<file path="src/assert_macros.svh">
// assertion helpers shared by the rtl
`ifndef ASSERT_MACROS_SVH
`define ASSERT_MACROS_SVH

// property must hold at every clock edge out of reset
`define ASSERT_CLKED(lbl, clk, rst_n, prop, msg) \
    lbl: assert property (@(posedge clk) disable iff (!rst_n) prop) else $error(msg);

// condition must never be seen at a clock edge out of reset
`define ASSERT_NEVER(lbl, clk, rst_n, cond, msg) \
    lbl: assert property (@(posedge clk) disable iff (!rst_n) !(cond)) else $error(msg);

`endif

</file>
<file path="src/nesmix_pkg.sv">
`timescale 1ns / 1ps
package nesmix_pkg;

    // voice slots in the phase memory
    localparam logic [1:0] VOICE_P1  = 2'd0;
    localparam logic [1:0] VOICE_P2  = 2'd1;
    localparam logic [1:0] VOICE_TRI = 2'd2;
    localparam logic [1:0] VOICE_NSE = 2'd3;

    // sound register addresses that a tick reads
    localparam logic [3:0] REG_P1_CTL = 4'd0;
    localparam logic [3:0] REG_P1_LO  = 4'd2;
    localparam logic [3:0] REG_P1_HI  = 4'd3;
    localparam logic [3:0] REG_P2_CTL = 4'd4;
    localparam logic [3:0] REG_P2_LO  = 4'd6;
    localparam logic [3:0] REG_P2_HI  = 4'd7;
    localparam logic [3:0] REG_TRI_LO = 4'd10;
    localparam logic [3:0] REG_TRI_HI = 4'd11;
    localparam logic [3:0] REG_NSE_VOL = 4'd12;
    localparam logic [3:0] REG_NSE_PER = 4'd14;

    // number of registers fetched per tick
    localparam int unsigned FETCH_COUNT = 10;

    localparam logic FLAG_TICK  = 1'b0;
    localparam logic FLAG_WRITE = 1'b1;

    // fetch slot to register address
    function automatic logic [3:0] fetch_addr(input logic [3:0] slot);
        logic [3:0] a;
        case (slot)
            4'd0:    a = REG_P1_CTL;
            4'd1:    a = REG_P1_LO;
            4'd2:    a = REG_P1_HI;
            4'd3:    a = REG_P2_CTL;
            4'd4:    a = REG_P2_LO;
            4'd5:    a = REG_P2_HI;
            4'd6:    a = REG_TRI_LO;
            4'd7:    a = REG_TRI_HI;
            4'd8:    a = REG_NSE_VOL;
            4'd9:    a = REG_NSE_PER;
            default: a = REG_P1_CTL;
        endcase
        return a;
    endfunction

    // noise period in cpu cycles
    function automatic logic [11:0] noise_period(input logic [3:0] idx);
        logic [11:0] p;
        case (idx)
            4'd0:    p = 12'd4;
            4'd1:    p = 12'd8;
            4'd2:    p = 12'd16;
            4'd3:    p = 12'd32;
            4'd4:    p = 12'd64;
            4'd5:    p = 12'd96;
            4'd6:    p = 12'd128;
            4'd7:    p = 12'd160;
            4'd8:    p = 12'd202;
            4'd9:    p = 12'd254;
            4'd10:   p = 12'd380;
            4'd11:   p = 12'd508;
            4'd12:   p = 12'd762;
            4'd13:   p = 12'd1016;
            4'd14:   p = 12'd2034;
            default: p = 12'd4068;
        endcase
        return p;
    endfunction

    // floor(32767 * vol / 150)
    function automatic logic [11:0] noise_amp(input logic [3:0] vol);
        logic [11:0] a;
        case (vol)
            4'd0:    a = 12'd0;
            4'd1:    a = 12'd218;
            4'd2:    a = 12'd436;
            4'd3:    a = 12'd655;
            4'd4:    a = 12'd873;
            4'd5:    a = 12'd1092;
            4'd6:    a = 12'd1310;
            4'd7:    a = 12'd1529;
            4'd8:    a = 12'd1747;
            4'd9:    a = 12'd1966;
            4'd10:   a = 12'd2184;
            4'd11:   a = 12'd2402;
            4'd12:   a = 12'd2621;
            4'd13:   a = 12'd2839;
            4'd14:   a = 12'd3058;
            default: a = 12'd3276;
        endcase
        return a;
    endfunction

endpackage

</file>
<file path="src/nes_apu_tone_mixer_unit.sv">
`timescale 1ns / 1ps
`include "assert_macros.svh"
// four-voice tone generator and mixer
// input stream: each word is a register write (tuser = 1) or a sample tick (tuser = 0)
// a write lands in the sound register file in the cycle it is accepted and gives no result
// a tick gives one output word: the pulse/triangle mix and the noise level
// output stream: m_tdata carries mixed_level (bits 14..0) and noise_level (bits 26..15)
// cycles_per_sample is written through cfg_wr_en / cfg_wr_data; the user must write it
// only while the block is idle, as the block itself does not enforce this
// a tick runs through the register fetch, then per voice the period load, the phase read,
// one bit-serial modulo step per phase bit and the update (no modulo steps when the
// voice's period is zero), then the mix steps, the bit-serial divide and the output state
// one tick is in flight at a time: no word is taken until the last tick has loaded its
// result into the output register
// a write is taken only when the block is idle
// reset (aresetn low, synchronous) clears the register file and every phase
// through valid bits and loads the reset cycles_per_sample
// a finished result waits in the output register while the sink stalls; the
// block takes the next word meanwhile and only holds a later tick at its end
module nes_apu_tone_mixer_unit #(
    parameter int REG_COUNT       = 16,
    parameter int PHASE_FRAC_BITS = 16
) (
    input  logic        aclk,
    input  logic        aresetn,
    // configuration
    input  logic        cfg_wr_en,
    input  logic [23:0] cfg_wr_data,   // cycles_per_sample, q8.16
    // input stream
    input  logic        s_tvalid,
    output logic        s_tready,
    input  logic [15:0] s_tdata,       // reg_addr [3:0], reg_data [11:4]
    input  logic        s_tuser,       // mode
    // output stream
    output logic        m_tvalid,
    input  logic        m_tready,
    output logic [31:0] m_tdata        // mixed_level [14:0], noise_level [26:15]
);

    localparam int RAW = $clog2(REG_COUNT);
    localparam int PW  = 16 + PHASE_FRAC_BITS;              // phase width
    localparam int SHL = (PHASE_FRAC_BITS >= 16) ? PHASE_FRAC_BITS - 16 : 0;
    localparam int SHR = (PHASE_FRAC_BITS < 16) ? 16 - PHASE_FRAC_BITS : 0;
    localparam int IW  = 24 + SHL;                          // increment width
    localparam int CW  = $clog2(PW);
    localparam int TW  = PW + 4;                            // 10*qt - 3*tnum
    localparam int DW  = PW + 12;                           // 2250*qt
    localparam int NW  = DW + 15;                           // 32767*(d-n)

    typedef enum logic [3:0] {
        ST_IDLE, ST_RDREG, ST_VLOAD, ST_VWAIT, ST_MOD, ST_VUPD,
        ST_MIX1, ST_MIX2, ST_MIX3, ST_DIV, ST_OUT
    } state_t;

    state_t state_reg;

    // configuration register
    logic [23:0] cps_reg;

    always_ff @(posedge aclk) begin
        if (!aresetn) begin
            cps_reg <= 24'd2443637;
        end else if (cfg_wr_en) begin
            cps_reg <= cfg_wr_data;
        end
    end

    // sound register file: memory plus valid bits standing in for the zero reset
    logic [7:0]           rf_mem [REG_COUNT];
    logic [REG_COUNT-1:0] rf_valid_reg;
    logic [7:0]           rf_rdata_reg;
    logic                 rf_rvalid_reg;
    logic [RAW-1:0]       rf_raddr;
    logic [RAW-1:0]       rf_waddr;
    logic                 rf_we;
    logic [3:0]           fetch_cnt_reg;

    assign s_tready = (state_reg == ST_IDLE);
    assign rf_waddr = RAW'(s_tdata[3:0]);
    assign rf_we    = s_tvalid && s_tready && (s_tuser == nesmix_pkg::FLAG_WRITE)
                      && (32'(s_tdata[3:0]) < 32'(REG_COUNT));
    assign rf_raddr = RAW'(nesmix_pkg::fetch_addr(fetch_cnt_reg));

    always_ff @(posedge aclk) begin
        if (rf_we) begin
            rf_mem[rf_waddr] <= s_tdata[11:4];
        end
        rf_rdata_reg <= rf_mem[rf_raddr];
    end

    always_ff @(posedge aclk) begin
        if (!aresetn) begin
            rf_valid_reg  <= '0;
            rf_rvalid_reg <= 1'b0;
        end else begin
            if (rf_we) begin
                rf_valid_reg[rf_waddr] <= 1'b1;
            end
            rf_rvalid_reg <= rf_valid_reg[rf_raddr];
        end
    end

    // phase memory, one entry per voice
    logic [PW-1:0] ph_mem [4];
    logic [3:0]    ph_valid_reg;
    logic [PW-1:0] ph_rdata_reg;
    logic          ph_rvalid_reg;
    logic [1:0]    voice_reg;
    logic          ph_we;
    logic [PW-1:0] ph_wdata;

    always_ff @(posedge aclk) begin
        if (ph_we) begin
            ph_mem[voice_reg] <= ph_wdata;
        end
        ph_rdata_reg <= ph_mem[voice_reg];
    end

    always_ff @(posedge aclk) begin
        if (!aresetn) begin
            ph_valid_reg  <= '0;
            ph_rvalid_reg <= 1'b0;
        end else begin
            if (ph_we) begin
                ph_valid_reg[voice_reg] <= 1'b1;
            end
            ph_rvalid_reg <= ph_valid_reg[voice_reg];
        end
    end

    // fetched registers, each read at a fixed place
    logic [7:0] hold_reg [nesmix_pkg::FETCH_COUNT];
    logic [7:0] rf_value;

    assign rf_value = rf_rvalid_reg ? rf_rdata_reg : 8'd0;

    // period of the current voice, scaled by the phase fraction
    logic [10:0] len_sel;
    logic [15:0] base_sel;
    logic [PW-1:0] q_sel;

    always_comb begin
        len_sel  = 11'd0;
        base_sel = 16'd0;
        case (voice_reg)
            nesmix_pkg::VOICE_P1:  len_sel = {hold_reg[2][2:0], hold_reg[1]};
            nesmix_pkg::VOICE_P2:  len_sel = {hold_reg[5][2:0], hold_reg[4]};
            nesmix_pkg::VOICE_TRI: len_sel = {hold_reg[7][2:0], hold_reg[6]};
            default:               len_sel = 11'd0;
        endcase
        if (voice_reg == nesmix_pkg::VOICE_NSE) begin
            base_sel = (16'(nesmix_pkg::noise_period(hold_reg[9][3:0])) + 16'd1) << 4;
        end else if (len_sel != 11'd0) begin
            base_sel = (16'(len_sel) + 16'd1) << 4;
        end
        q_sel = PW'(base_sel) << PHASE_FRAC_BITS;
    end

    // bit-serial modulo of phase and increment by the same period
    logic [PW-1:0] q_reg;
    logic          qzero_reg;
    logic [PW-1:0] rp_reg, ri_reg;
    logic [PW-1:0] pd_reg, id_reg;
    logic [CW-1:0] mod_cnt_reg;
    logic [PW:0]   rp_sh, ri_sh;
    logic [PW-1:0] rp_next, ri_next;
    logic [IW-1:0] inc;

    assign inc   = (IW'(cps_reg) << SHL) >> SHR;
    assign rp_sh = {rp_reg, pd_reg[PW-1]};
    assign ri_sh = {ri_reg, id_reg[PW-1]};
    assign rp_next = (rp_sh >= {1'b0, q_reg}) ? PW'(rp_sh - {1'b0, q_reg}) : PW'(rp_sh);
    assign ri_next = (ri_sh >= {1'b0, q_reg}) ? PW'(ri_sh - {1'b0, q_reg}) : PW'(ri_sh);

    // per-voice evaluation on the reduced phase
    logic [1:0]    duty_code;
    logic [3:0]    vol;
    logic [PW+2:0] p8, dq;
    logic          pulse_hi;
    logic [3:0]    pulse_f;
    logic [PW:0]   p2, tnum_calc;
    logic [PW+3:0] p15;
    logic [PW:0]   wsum;

    always_comb begin
        duty_code = (voice_reg == nesmix_pkg::VOICE_P1) ? hold_reg[0][7:6] : hold_reg[3][7:6];
        vol       = (voice_reg == nesmix_pkg::VOICE_P1) ? hold_reg[0][3:0] : hold_reg[3][3:0];
        p8        = (PW+3)'(rp_reg) << 3;
        case (duty_code)
            2'd0:    dq = (PW+3)'(q_reg);
            2'd1:    dq = (PW+3)'(q_reg) << 1;
            2'd2:    dq = (PW+3)'(q_reg) << 2;
            default: dq = ((PW+3)'(q_reg) << 2) + ((PW+3)'(q_reg) << 1);
        endcase
        pulse_hi  = qzero_reg || (p8 <= dq);
        pulse_f   = pulse_hi ? (4'd15 - vol) : 4'd15;
        p2        = (PW+1)'(rp_reg) << 1;
        tnum_calc = qzero_reg ? '0 :
                    (p2 < (PW+1)'(q_reg)) ? p2 : (((PW+1)'(q_reg) - (PW+1)'(rp_reg)) << 1);
        p15       = ((PW+4)'(rp_reg) << 4) - (PW+4)'(rp_reg);
        wsum      = (PW+1)'(rp_reg) + (PW+1)'(ri_reg);
        if (qzero_reg) begin
            ph_wdata = '0;
        end else if (wsum >= (PW+1)'(q_reg)) begin
            ph_wdata = PW'(wsum - (PW+1)'(q_reg));
        end else begin
            ph_wdata = PW'(wsum);
        end
    end

    assign ph_we = (state_reg == ST_VUPD);

    // mix datapath
    logic [3:0]    f0_reg, f1_reg;
    logic [PW:0]   tnum_reg;
    logic [PW-1:0] qt_reg;
    logic          noise_hi_reg;
    logic [7:0]    ff_reg;
    logic [TW-1:0] tsub_reg;
    logic [DW-1:0] d_reg, n_reg;
    logic [NW-1:0] num_reg, dv_reg;
    logic [14:0]   quo_reg;
    logic [3:0]    div_cnt_reg;
    logic [DW-1:0] d_calc, n_prod, e_calc;
    logic [TW-1:0] tsub_calc;

    always_comb begin
        d_calc = (DW'(qt_reg) << 11) + (DW'(qt_reg) << 7) + (DW'(qt_reg) << 6)
               + (DW'(qt_reg) << 3) + (DW'(qt_reg) << 1);
        tsub_calc = (TW'(qt_reg) << 3) + (TW'(qt_reg) << 1)
                  - ((TW'(tnum_reg) << 1) + TW'(tnum_reg));
        n_prod = DW'(ff_reg) * DW'(tsub_reg);
        e_calc = d_reg - n_reg;
    end

    logic        m_tvalid_reg;
    logic [31:0] m_tdata_reg;

    assign m_tvalid = m_tvalid_reg;
    assign m_tdata  = m_tdata_reg;

    always_ff @(posedge aclk) begin
        if (!aresetn) begin
            state_reg     <= ST_IDLE;
            m_tvalid_reg  <= 1'b0;
            fetch_cnt_reg <= '0;
            voice_reg     <= '0;
            mod_cnt_reg   <= '0;
            div_cnt_reg   <= '0;
        end else begin
            // in the output state the load below owns tvalid
            if (m_tvalid_reg && m_tready && (state_reg != ST_OUT)) begin
                m_tvalid_reg <= 1'b0;
            end
            case (state_reg)
                ST_IDLE: begin
                    fetch_cnt_reg <= '0;
                    voice_reg     <= nesmix_pkg::VOICE_P1;
                    if (s_tvalid && (s_tuser == nesmix_pkg::FLAG_TICK)) begin
                        state_reg <= ST_RDREG;
                    end
                end
                ST_RDREG: begin
                    // read data is registered, so it holds the value for the previous fetch slot
                    fetch_cnt_reg <= fetch_cnt_reg + 4'd1;
                    if (fetch_cnt_reg != 4'd0) begin
                        hold_reg[fetch_cnt_reg - 4'd1] <= rf_value;
                    end
                    if (fetch_cnt_reg == 4'(nesmix_pkg::FETCH_COUNT)) begin
                        state_reg <= ST_VLOAD;
                    end
                end
                ST_VLOAD: begin
                    q_reg     <= q_sel;
                    qzero_reg <= (q_sel == '0);
                    state_reg <= ST_VWAIT;
                end
                ST_VWAIT: begin
                    rp_reg      <= '0;
                    ri_reg      <= '0;
                    pd_reg      <= ph_rvalid_reg ? ph_rdata_reg : '0;
                    id_reg      <= PW'(inc);
                    mod_cnt_reg <= CW'(PW - 1);
                    state_reg   <= qzero_reg ? ST_VUPD : ST_MOD;
                end
                ST_MOD: begin
                    rp_reg      <= rp_next;
                    ri_reg      <= ri_next;
                    pd_reg      <= pd_reg << 1;
                    id_reg      <= id_reg << 1;
                    mod_cnt_reg <= mod_cnt_reg - CW'(1);
                    if (mod_cnt_reg == '0) begin
                        state_reg <= ST_VUPD;
                    end
                end
                ST_VUPD: begin
                    if (qzero_reg) begin
                        rp_reg <= '0;
                    end
                    case (voice_reg)
                        nesmix_pkg::VOICE_P1: f0_reg <= pulse_f;
                        nesmix_pkg::VOICE_P2: f1_reg <= pulse_f;
                        nesmix_pkg::VOICE_TRI: begin
                            tnum_reg <= tnum_calc;
                            qt_reg   <= qzero_reg ? PW'(1) : q_reg;
                        end
                        default: noise_hi_reg <= (p15 <= (PW+4)'(q_reg));
                    endcase
                    voice_reg <= voice_reg + 2'd1;
                    state_reg <= (voice_reg == nesmix_pkg::VOICE_NSE) ? ST_MIX1 : ST_VLOAD;
                end
                ST_MIX1: begin
                    ff_reg    <= {4'd0, f0_reg} * {4'd0, f1_reg};
                    tsub_reg  <= tsub_calc;
                    d_reg     <= d_calc;
                    state_reg <= ST_MIX2;
                end
                ST_MIX2: begin
                    n_reg     <= n_prod;
                    state_reg <= ST_MIX3;
                end
                ST_MIX3: begin
                    num_reg     <= (NW'(e_calc) << 15) - NW'(e_calc);
                    dv_reg      <= NW'(d_reg) << 14;
                    quo_reg     <= '0;
                    div_cnt_reg <= 4'd14;
                    state_reg   <= ST_DIV;
                end
                ST_DIV: begin
                    // restoring division, one quotient bit a cycle
                    if (num_reg >= dv_reg) begin
                        num_reg <= num_reg - dv_reg;
                        quo_reg <= {quo_reg[13:0], 1'b1};
                    end else begin
                        quo_reg <= {quo_reg[13:0], 1'b0};
                    end
                    dv_reg      <= dv_reg >> 1;
                    div_cnt_reg <= div_cnt_reg - 4'd1;
                    if (div_cnt_reg == 4'd0) begin
                        state_reg <= ST_OUT;
                    end
                end
                ST_OUT: begin
                    if (!m_tvalid_reg || m_tready) begin
                        m_tvalid_reg <= 1'b1;
                        m_tdata_reg  <= {5'd0,
                                         noise_hi_reg ? nesmix_pkg::noise_amp(hold_reg[8][3:0])
                                                      : 12'd0,
                                         quo_reg};
                        state_reg    <= ST_IDLE;
                    end
                end
                default: state_reg <= ST_IDLE;
            endcase
        end
    end

    // checks
    logic chk_mod_ok, chk_mix_ok, chk_div_ok, chk_tick_acc;

    assign chk_mod_ok   = (state_reg != ST_MOD) || ((rp_reg < q_reg) && (ri_reg < q_reg));
    assign chk_mix_ok   = (state_reg != ST_MIX3) || (n_reg <= d_reg);
    assign chk_div_ok   = (state_reg != ST_OUT) || (num_reg < NW'(d_reg));
    assign chk_tick_acc = s_tvalid && s_tready && (s_tuser == nesmix_pkg::FLAG_TICK);

    `ASSERT_CLKED(a_mod_rem_below_period, aclk, aresetn, chk_mod_ok, "phase remainder too big")
    `ASSERT_CLKED(a_mix_bounded, aclk, aresetn, chk_mix_ok, "mix product over denominator")
    `ASSERT_CLKED(a_div_rem, aclk, aresetn, chk_div_ok, "divide remainder not below divisor")
    `ASSERT_NEVER(a_tick_blocks, aclk, aresetn, $past(chk_tick_acc) && s_tready, "ready after tick")

endmodule

</file>
<file path="config.mk">
export PLATFORM = sky130hd
export DESIGN_NAME = nes_apu_tone_mixer_unit
export DESIGN_NICKNAME = d
export VERILOG_FILES = /design/src/nesmix_pkg.sv /design/src/nes_apu_tone_mixer_unit.sv
export VERILOG_INCLUDE_DIRS = /design/src /design/src/src
export SDC_FILE = /design/constraint.sdc
export NUM_CORES = 2
export LEC_CHECK = 0
export BUFFER_PORTS_ARGS = -buffer_cell sky130_fd_sc_hd__buf_2
export CAP_MARGIN = 10
export CORE_MARGIN = 2
export CORE_UTILIZATION = 50
export CTS_CLUSTER_DIAMETER = 150
export CTS_CLUSTER_SIZE = 12
export DETAILED_ROUTE_END_ITERATION = 12
export GPL_TIMING_DRIVEN = 0
export PLACE_DENSITY_LB_ADDON = 0.3
export SYNTH_ARGS = -nofsm -noshare
export SYNTH_HDL_FRONTEND = slang
export SYNTH_SLANG_ARGS = --single-unit
</file>
<file path="constraint.sdc">
create_clock -name aclk -period 11.1 [get_ports aclk]
set_input_delay 2.775 -clock aclk [delete_from_list [all_inputs] [get_ports aclk]]
set_output_delay 2.775 -clock aclk [all_outputs]
set_load 0.05 [all_outputs]
</file>
# After elaboration in Yosys (flattened, before gate mapping)
# Memory sizes are Yosys's and may differ from the RTL's. A register that Yosys moved wholly into a read port is not among the register bits.
# Cells that the tools add are included.
# totals
rom_bits,432
word_cells,199
ramBits,336
n_memories,6
reg_bits,550
# memory_table
name,depth,word_bits,read_ports,rd_ports_with_merged_regs,wr,line_no,source
(no name shown),16,12,1,1,0,nesmix_pkg.sv:74,case (vol)
(no name shown),16,11,1,0,0,nesmix_pkg.sv:50,case (idx)
ph_mem,4,32,1,1,1,nes_apu_tone_mixer_unit.sv:104,logic [PW-1:0] ph_mem [4];
rf_mem,16,8,1,1,1,nes_apu_tone_mixer_unit.sv:69,logic [7:0] rf_mem [REG_COUNT];
hold_reg,10,8,10,0,1,nes_apu_tone_mixer_unit.sv:132,logic [7:0] hold_reg [nesmix_pkg::FETCH_COUNT];
(no name shown),16,4,1,1,0,nesmix_pkg.sv:31,case (slot)
# classes
muxes,58
bitwise_logic,4
magnitude_cmp,12
n_eq_ne,24
addsub,25
reduce_logical,38
multipliers,2
# ops
op,n
59-bit one-hot mux with 2 select lines,2
32-bit 2-to-1 mux,6
32-bit one-hot mux with 2 select lines,3
32-bit subtractor,4
35-bit one-hot mux with 3 select lines,1
33-bit by 32-bit greater-or-equal comparator with 1-bit output,3
32-bit one-hot mux with 3 select lines,1
34-bit by 33-bit adder with 35-bit output,2
59-bit greater-or-equal comparator,1
59-bit 2-to-1 mux,1
59-bit by 44-bit subtractor with 59-bit output,1
59-bit subtractor,1
43-bit by 39-bit adder with 44-bit output,1
44-bit by 33-bit adder with 44-bit output,1
44-bit by 35-bit adder with 44-bit output,1
44-bit by 38-bit adder with 44-bit output,1
8-bit by 36-bit multiplier with 44-bit output,1
4-bit one-hot mux with 11 select lines,1
44-bit subtractor,1
35-bit by 33-bit adder with 36-bit output,1
36-bit by 32-bit less-or-equal comparator with 1-bit output,1
4-bit 2-to-1 mux,9
36-bit by 32-bit subtractor with 36-bit output,1
36-bit by 35-bit subtractor with 36-bit output,1
58 further kinds,117

# Depth between registers and ports, before layout
# logic_depth
word_depth,7
mapped_depth,26
mapped_depth_nobuf,25

# Least setup slack after synthesis
# Ideal clock, no wire load.
# synth_timing
kind,input to register
from,in aresetn
to,reg num_reg[0] (enable)
setup_ns,0.491
arrival_ns,7.547
required_ns,10.609
path_stages,2
setup_slack_ns,3.062
cell_sequence,and3_1 -> a21boi_1
# synth_via
elab_chain_len,1
# synth_rtl
element,line_no,source
"start, declared",nes_apu_tone_mixer_unit.sv:25,"input logic aresetn,"
3-bit AND reduction (no source line),--,
"end signal, assigned",nes_apu_tone_mixer_unit.sv:323,num_reg <= (NW'(e_calc) << 15) - NW'(e_calc);
"end signal, assigned",nes_apu_tone_mixer_unit.sv:332,num_reg <= num_reg - dv_reg;
"end, declared",nes_apu_tone_mixer_unit.sv:221,"logic [NW-1:0] num_reg, dv_reg;"
# Every way passes these cells.
# A chain may end at the register's enable or synchronous reset.

# Worst setup path in the final report
# layout_timing
from,reg rp_reg[3]
to,mem ph_mem[0][20] (netlist bit) (data pin)
# layout_via
elab_chain_len,4
elab_cells_between_ends,5
# layout_rtl
element,line_no,source
"start, declared",nes_apu_tone_mixer_unit.sv:162,"logic [PW-1:0] rp_reg, ri_reg;"
"start signal, assigned",nes_apu_tone_mixer_unit.sv:287,rp_reg <= rp_next;
32-bit by 32-bit adder with 33-bit output *,nes_apu_tone_mixer_unit.sv:201,wsum = (PW+1)'(rp_reg) + (PW+1)'(ri_reg);
32-bit subtractor / 33-bit by 32-bit greater-or-equal comparator with 1-bit output (equally long branches),"nes_apu_tone_mixer_unit.sv:205, nes_apu_tone_mixer_unit.sv:204",
32-bit 2-to-1 mux *,nes_apu_tone_mixer_unit.sv:204,end else if (wsum >= (PW+1)'(q_reg)) begin
32-bit 2-to-1 mux *,nes_apu_tone_mixer_unit.sv:202,if (qzero_reg) begin
net ph_wdata[20],nes_apu_tone_mixer_unit.sv:110,logic [PW-1:0] ph_wdata;
"end, declared",nes_apu_tone_mixer_unit.sv:104,
# The timed path passes the listed nets; every way through them passes the cells marked *.

==> metrics.md <==
| Metric | Value |
|---|---|
| Slowest Stage Delay on Critical Path | `0.60 ns` |
| Highest Clock Rate | `0.137 GHz` |
| Final setup fails | `0` |
| Asr flop ratio synth | `0%` |
| CTS tree | `built` |
| Number of synthesized flops with an enable pin | `773` |
| Clock power share | `38.4%` |
| I/O pins | `80` |
| Final Hold Viols | `0` |
| RSZ-0062 raised after global routing | `false` |
| Leading area contributor after synthesis | `edfxtp_1` |
| Critical path, cell by cell | `ha_1 > a21oi_1 > o22ai_1 > o211ai_1 > a21oi_1 > o21ai_0 > o21bai_1 > a221o_1 > xnor2_1 > inv_1 > ha_1 > nor2b_1 > o21ai_0 > a21boi_0 > o21ai_0 > a21oi_1 > o21a_1 > o31ai_1 > a21oi_1 > a2111o_1 > a31o_2 > clkbuf_1 > buf_1 > a211oi_1` |
| Setup CP Type | `flip-flop to flip-flop` |
| Synth top area share | `38.1%` |
| DRT iter0 DRCs | `3,804` |
| Placed Area | `between 60,000 and 70,000 µm²` |
| LEAKAGE | `27.2 nW` |
| CTS buffer count | `84` |
| Met3 wire len | `8600 µm` |
| Starting density of the core | `50.2%` |
| Max Cap Violations | `0` |
| Gates resized, CTS repair | `0` |
| WL met2 | `between 70,000 and 80,000 µm` |
| Drt via density | `5.75` |
| Clock Sinks | `883` |
| R2r setup slk | `between 3 and 4 ns` |
| DR top layer | `met4` |
| H-Tree Depth | `3` |
| PD cells | `108 nW/µm²` |
| Clock tree root driver cell | `clkbuf_16` |
| Mapped cell area | `60,900 µm²` |
| Crit Reg-Reg Startpoint | `rp_reg[3]$_SDFFCE_PN0P_` |
| Final Cycle Share | `65.6%` |
| Slew @ Worst Pin | `about 1.1 ns` |
| Met1 WL | `64,900 µm` |
| Layout Cells excl Fill | `7,613` |
| Fin Clk Skew | `0.101 ns` |
| Post-route ant nets | `0` |
| Worst vdd ir | `approximately 0.00014 V` |
| Synth unique cells | `between 100 and 150` |
| Post-CTS Setup Inserts | `0` |
| DR WL/cell | `20.4 µm` |
| Post-layout net count | `6,714` |
| Routability cong. | `0.987` |
| Vias in the first global route | `roughly 44k` |
| Final Cell Area | `between 60,000 and 70,000 µm²` |
| Initial antenna violation count | `3` |
| Post-route DRC | `0` |
| Share of post-route cells with drive strength above 1 | `6.10%` |
| Crit. End Element | `flip-flop` |
| Internal power | `about 5.3 mW` |
| Core area | `121,000 µm²` |
| Die area | `125,000 µm²` |
| Rel. slew slack | `27.9%` |
| Most frequent cell after synthesis | `edfxtp_1` |
| Worst Setup Start Kind | `flip-flop` |
| Synth Flop Type | `edfxtp_1` |
| Worst Path Required | `11.55 ns` |
| Area growth syn-to-layout | `8.72%` |
| Reg2reg end | `ph_mem[0][20]$_DFFE_PP_` |
| Worst path most repeated cell | `a21oi_1` |
| Synth Register Bits | `883` |
| Crit path from | `rp_reg[3]$_SDFFCE_PN0P_` |
| Detailed placement HPWL | `approximately 120,000 µm` |
| Status | `finished clean` |
| HP Class | `flip-flop to flip-flop` |
| Worst-Skew Late Latency | `between 0.7 and 0.8 ns` |
| Max-slew violations | `0` |
| Setup TNS | `0 ns` |
| Synth Instances | `5,756` |
| Switching pwr | `1.79 mW` |
| Chip width | `353 µm` |
| First-pass GRT wire length | `about 240,000 µm` |
| Die H | `353 µm` |
| Min cycle time layout | `~7.3 ns` |
| Sw Ratio | `25.1%` |
| Sequential Power Share | `51.7%` |
| Via Count | `~44k` |
| Post-CTS Hold Buffers | `0` |
| Synthesis Warnings | `0` |
| Register area share after synthesis | `around two fifths` |
| Post-synth top cells | `773 x edfxtp_1, 546 x inv_1, 526 x nand2_1` |
| Largest net degree at the start of global routing | `56` |
| Port Buf Inserts | `between 60 and 70` |
| Pre-antenna DRT Iters | `6` |
| Rows | `~130` |
| Syn avg cell area | `between 10 and 15 µm²` |
| Clock buffer depth | `3` |
| Combinational power share | `9.9%` |
| Crit-path max FO | `10` |
| WL final | `155,000 µm` |
| CTS clk-pin slew, worst paths | `0.07 ns` |
| Placed insts | `7,472` |
| Worst path slowest cell | `a211oi_1` |
| Global-route usage over all layers | `24.7%` |
| Worst Reg-to-Reg Cells | `24` |
| Gr ovfl total | `0` |
| Ranking of synthesized cells by area | `edfxtp_1 38%, ha_1 9.9%, fa_1 8.4%` |
| Crit path DAT | `7.73 ns` |
| Crit path capture | `ph_mem[0][20]$_DFFE_PP_` |
==> placed cells by master, fill, tap and decap left out, drive strengths merged, types with 193 or more instances in the layout <==
cell and count:
xnor2 193, nor2 459, inv 548, ha 480, o21ai 241, nand2 526, a21oi 325, edfxtp 773
and2 303, fa 255, clkbuf 285
==> power groups by stage <==
stage                     combinational [mW]  sequential (mW)  clock, mW
after global routing                   0.770             3.69       2.90
after floorplan                        0.490             3.74          0
after CTS                              0.698             3.68       2.79
final                                  0.704             3.69       2.74
after detailed placement               0.694             3.76          0
after global placement                 0.672             3.76          0
==> logic make-up (layout without fill, tap and decap cells) <==
kind of cell / count (synthesis) / after routing / share of synthesized area (%)
adders and majority gates: 735 / 735 / 18.3
other: 1 / 6 / 0.00616
AOI/OAI and AO/OA: 1120 / 1120 / 12.0
DFF: 883 / 883 / 41.7
and+or+nand+nor: 1798 / 1798 / 14.2
buffers and inverters: 736 / 963 / 4.60
xor gates and xnor gates: 321 / 321 / 4.65
muxes: 162 / 162 / 4.51
==> worst min path at each step <==
stage | end | slack, ns | start | cells past startpoint
after floorplan | m_tdata[14]$_DFFE_PP_ | 0.40 | quo_reg[14]$_SDFFCE_PN0P_ | 0
after global placement | m_tdata[14]$_DFFE_PP_ | 0.40 | quo_reg[14]$_SDFFCE_PN0P_ | 0
after detailed placement | m_tdata[14]$_DFFE_PP_ | 0.42 | quo_reg[14]$_SDFFCE_PN0P_ | 0
after CTS | m_tdata[14]$_DFFE_PP_ | 0.44 | quo_reg[14]$_SDFFCE_PN0P_ | 0
after global routing | m_tdata[14]$_DFFE_PP_ | 0.44 | quo_reg[14]$_SDFFCE_PN0P_ | 0
final | m_tdata[14]$_DFFE_PP_ | 0.43 | quo_reg[14]$_SDFFCE_PN0P_ | 0
==> worst max-delay path, delay by kind of cell, from the launching register on <==
kind	cells	cell delay, ns
adder cells (fa/ha/maj)	2	0.72
XOR/XNOR	1	0.25
flip-flops	1	0.59
buffers and inverters	3	0.67
AND/OR/NAND/NOR	1	0.13
AO/OA/AOI/OAI	17	4.64
==> per-layer routing <==
metal	vias up	GRT usage [%]
li1	20700	-
met2	1295	41.9
met3	295	3.10
met4	0	10.6
met5	-	0
met1	21400	32.0
==> per-stage QoR <==
stage	worst slack [ns]	power [mW]	utilization, %	hold slack (ns)
finish	3.82	7.13	54.6	0.434
global route	3.27	7.36	54.6	0.436
CTS	3.96	7.17	54.6	0.438
detailed placement	4.00	4.45	52.5	0.424
global placement	0.101	4.43	52.2	0.404
floorplan	3.06	4.23	-	0.400
==> layout make-up <==
type / count / area [µm²]
fillers: 10500 / 55000
multi-input cells: 4141 / 32700
flip-flops and latches: 883 / 25400
clock buffers: 131 / 2280
inverters: 547 / 2050
well taps: 1625 / 2030
plain buffers: 189 / 746
repair buffers: 87 / 681
clock inverters: 9 / 230
diodes: 1 / 2.50
No activity file was read; power rests on OpenSTA's default activity.
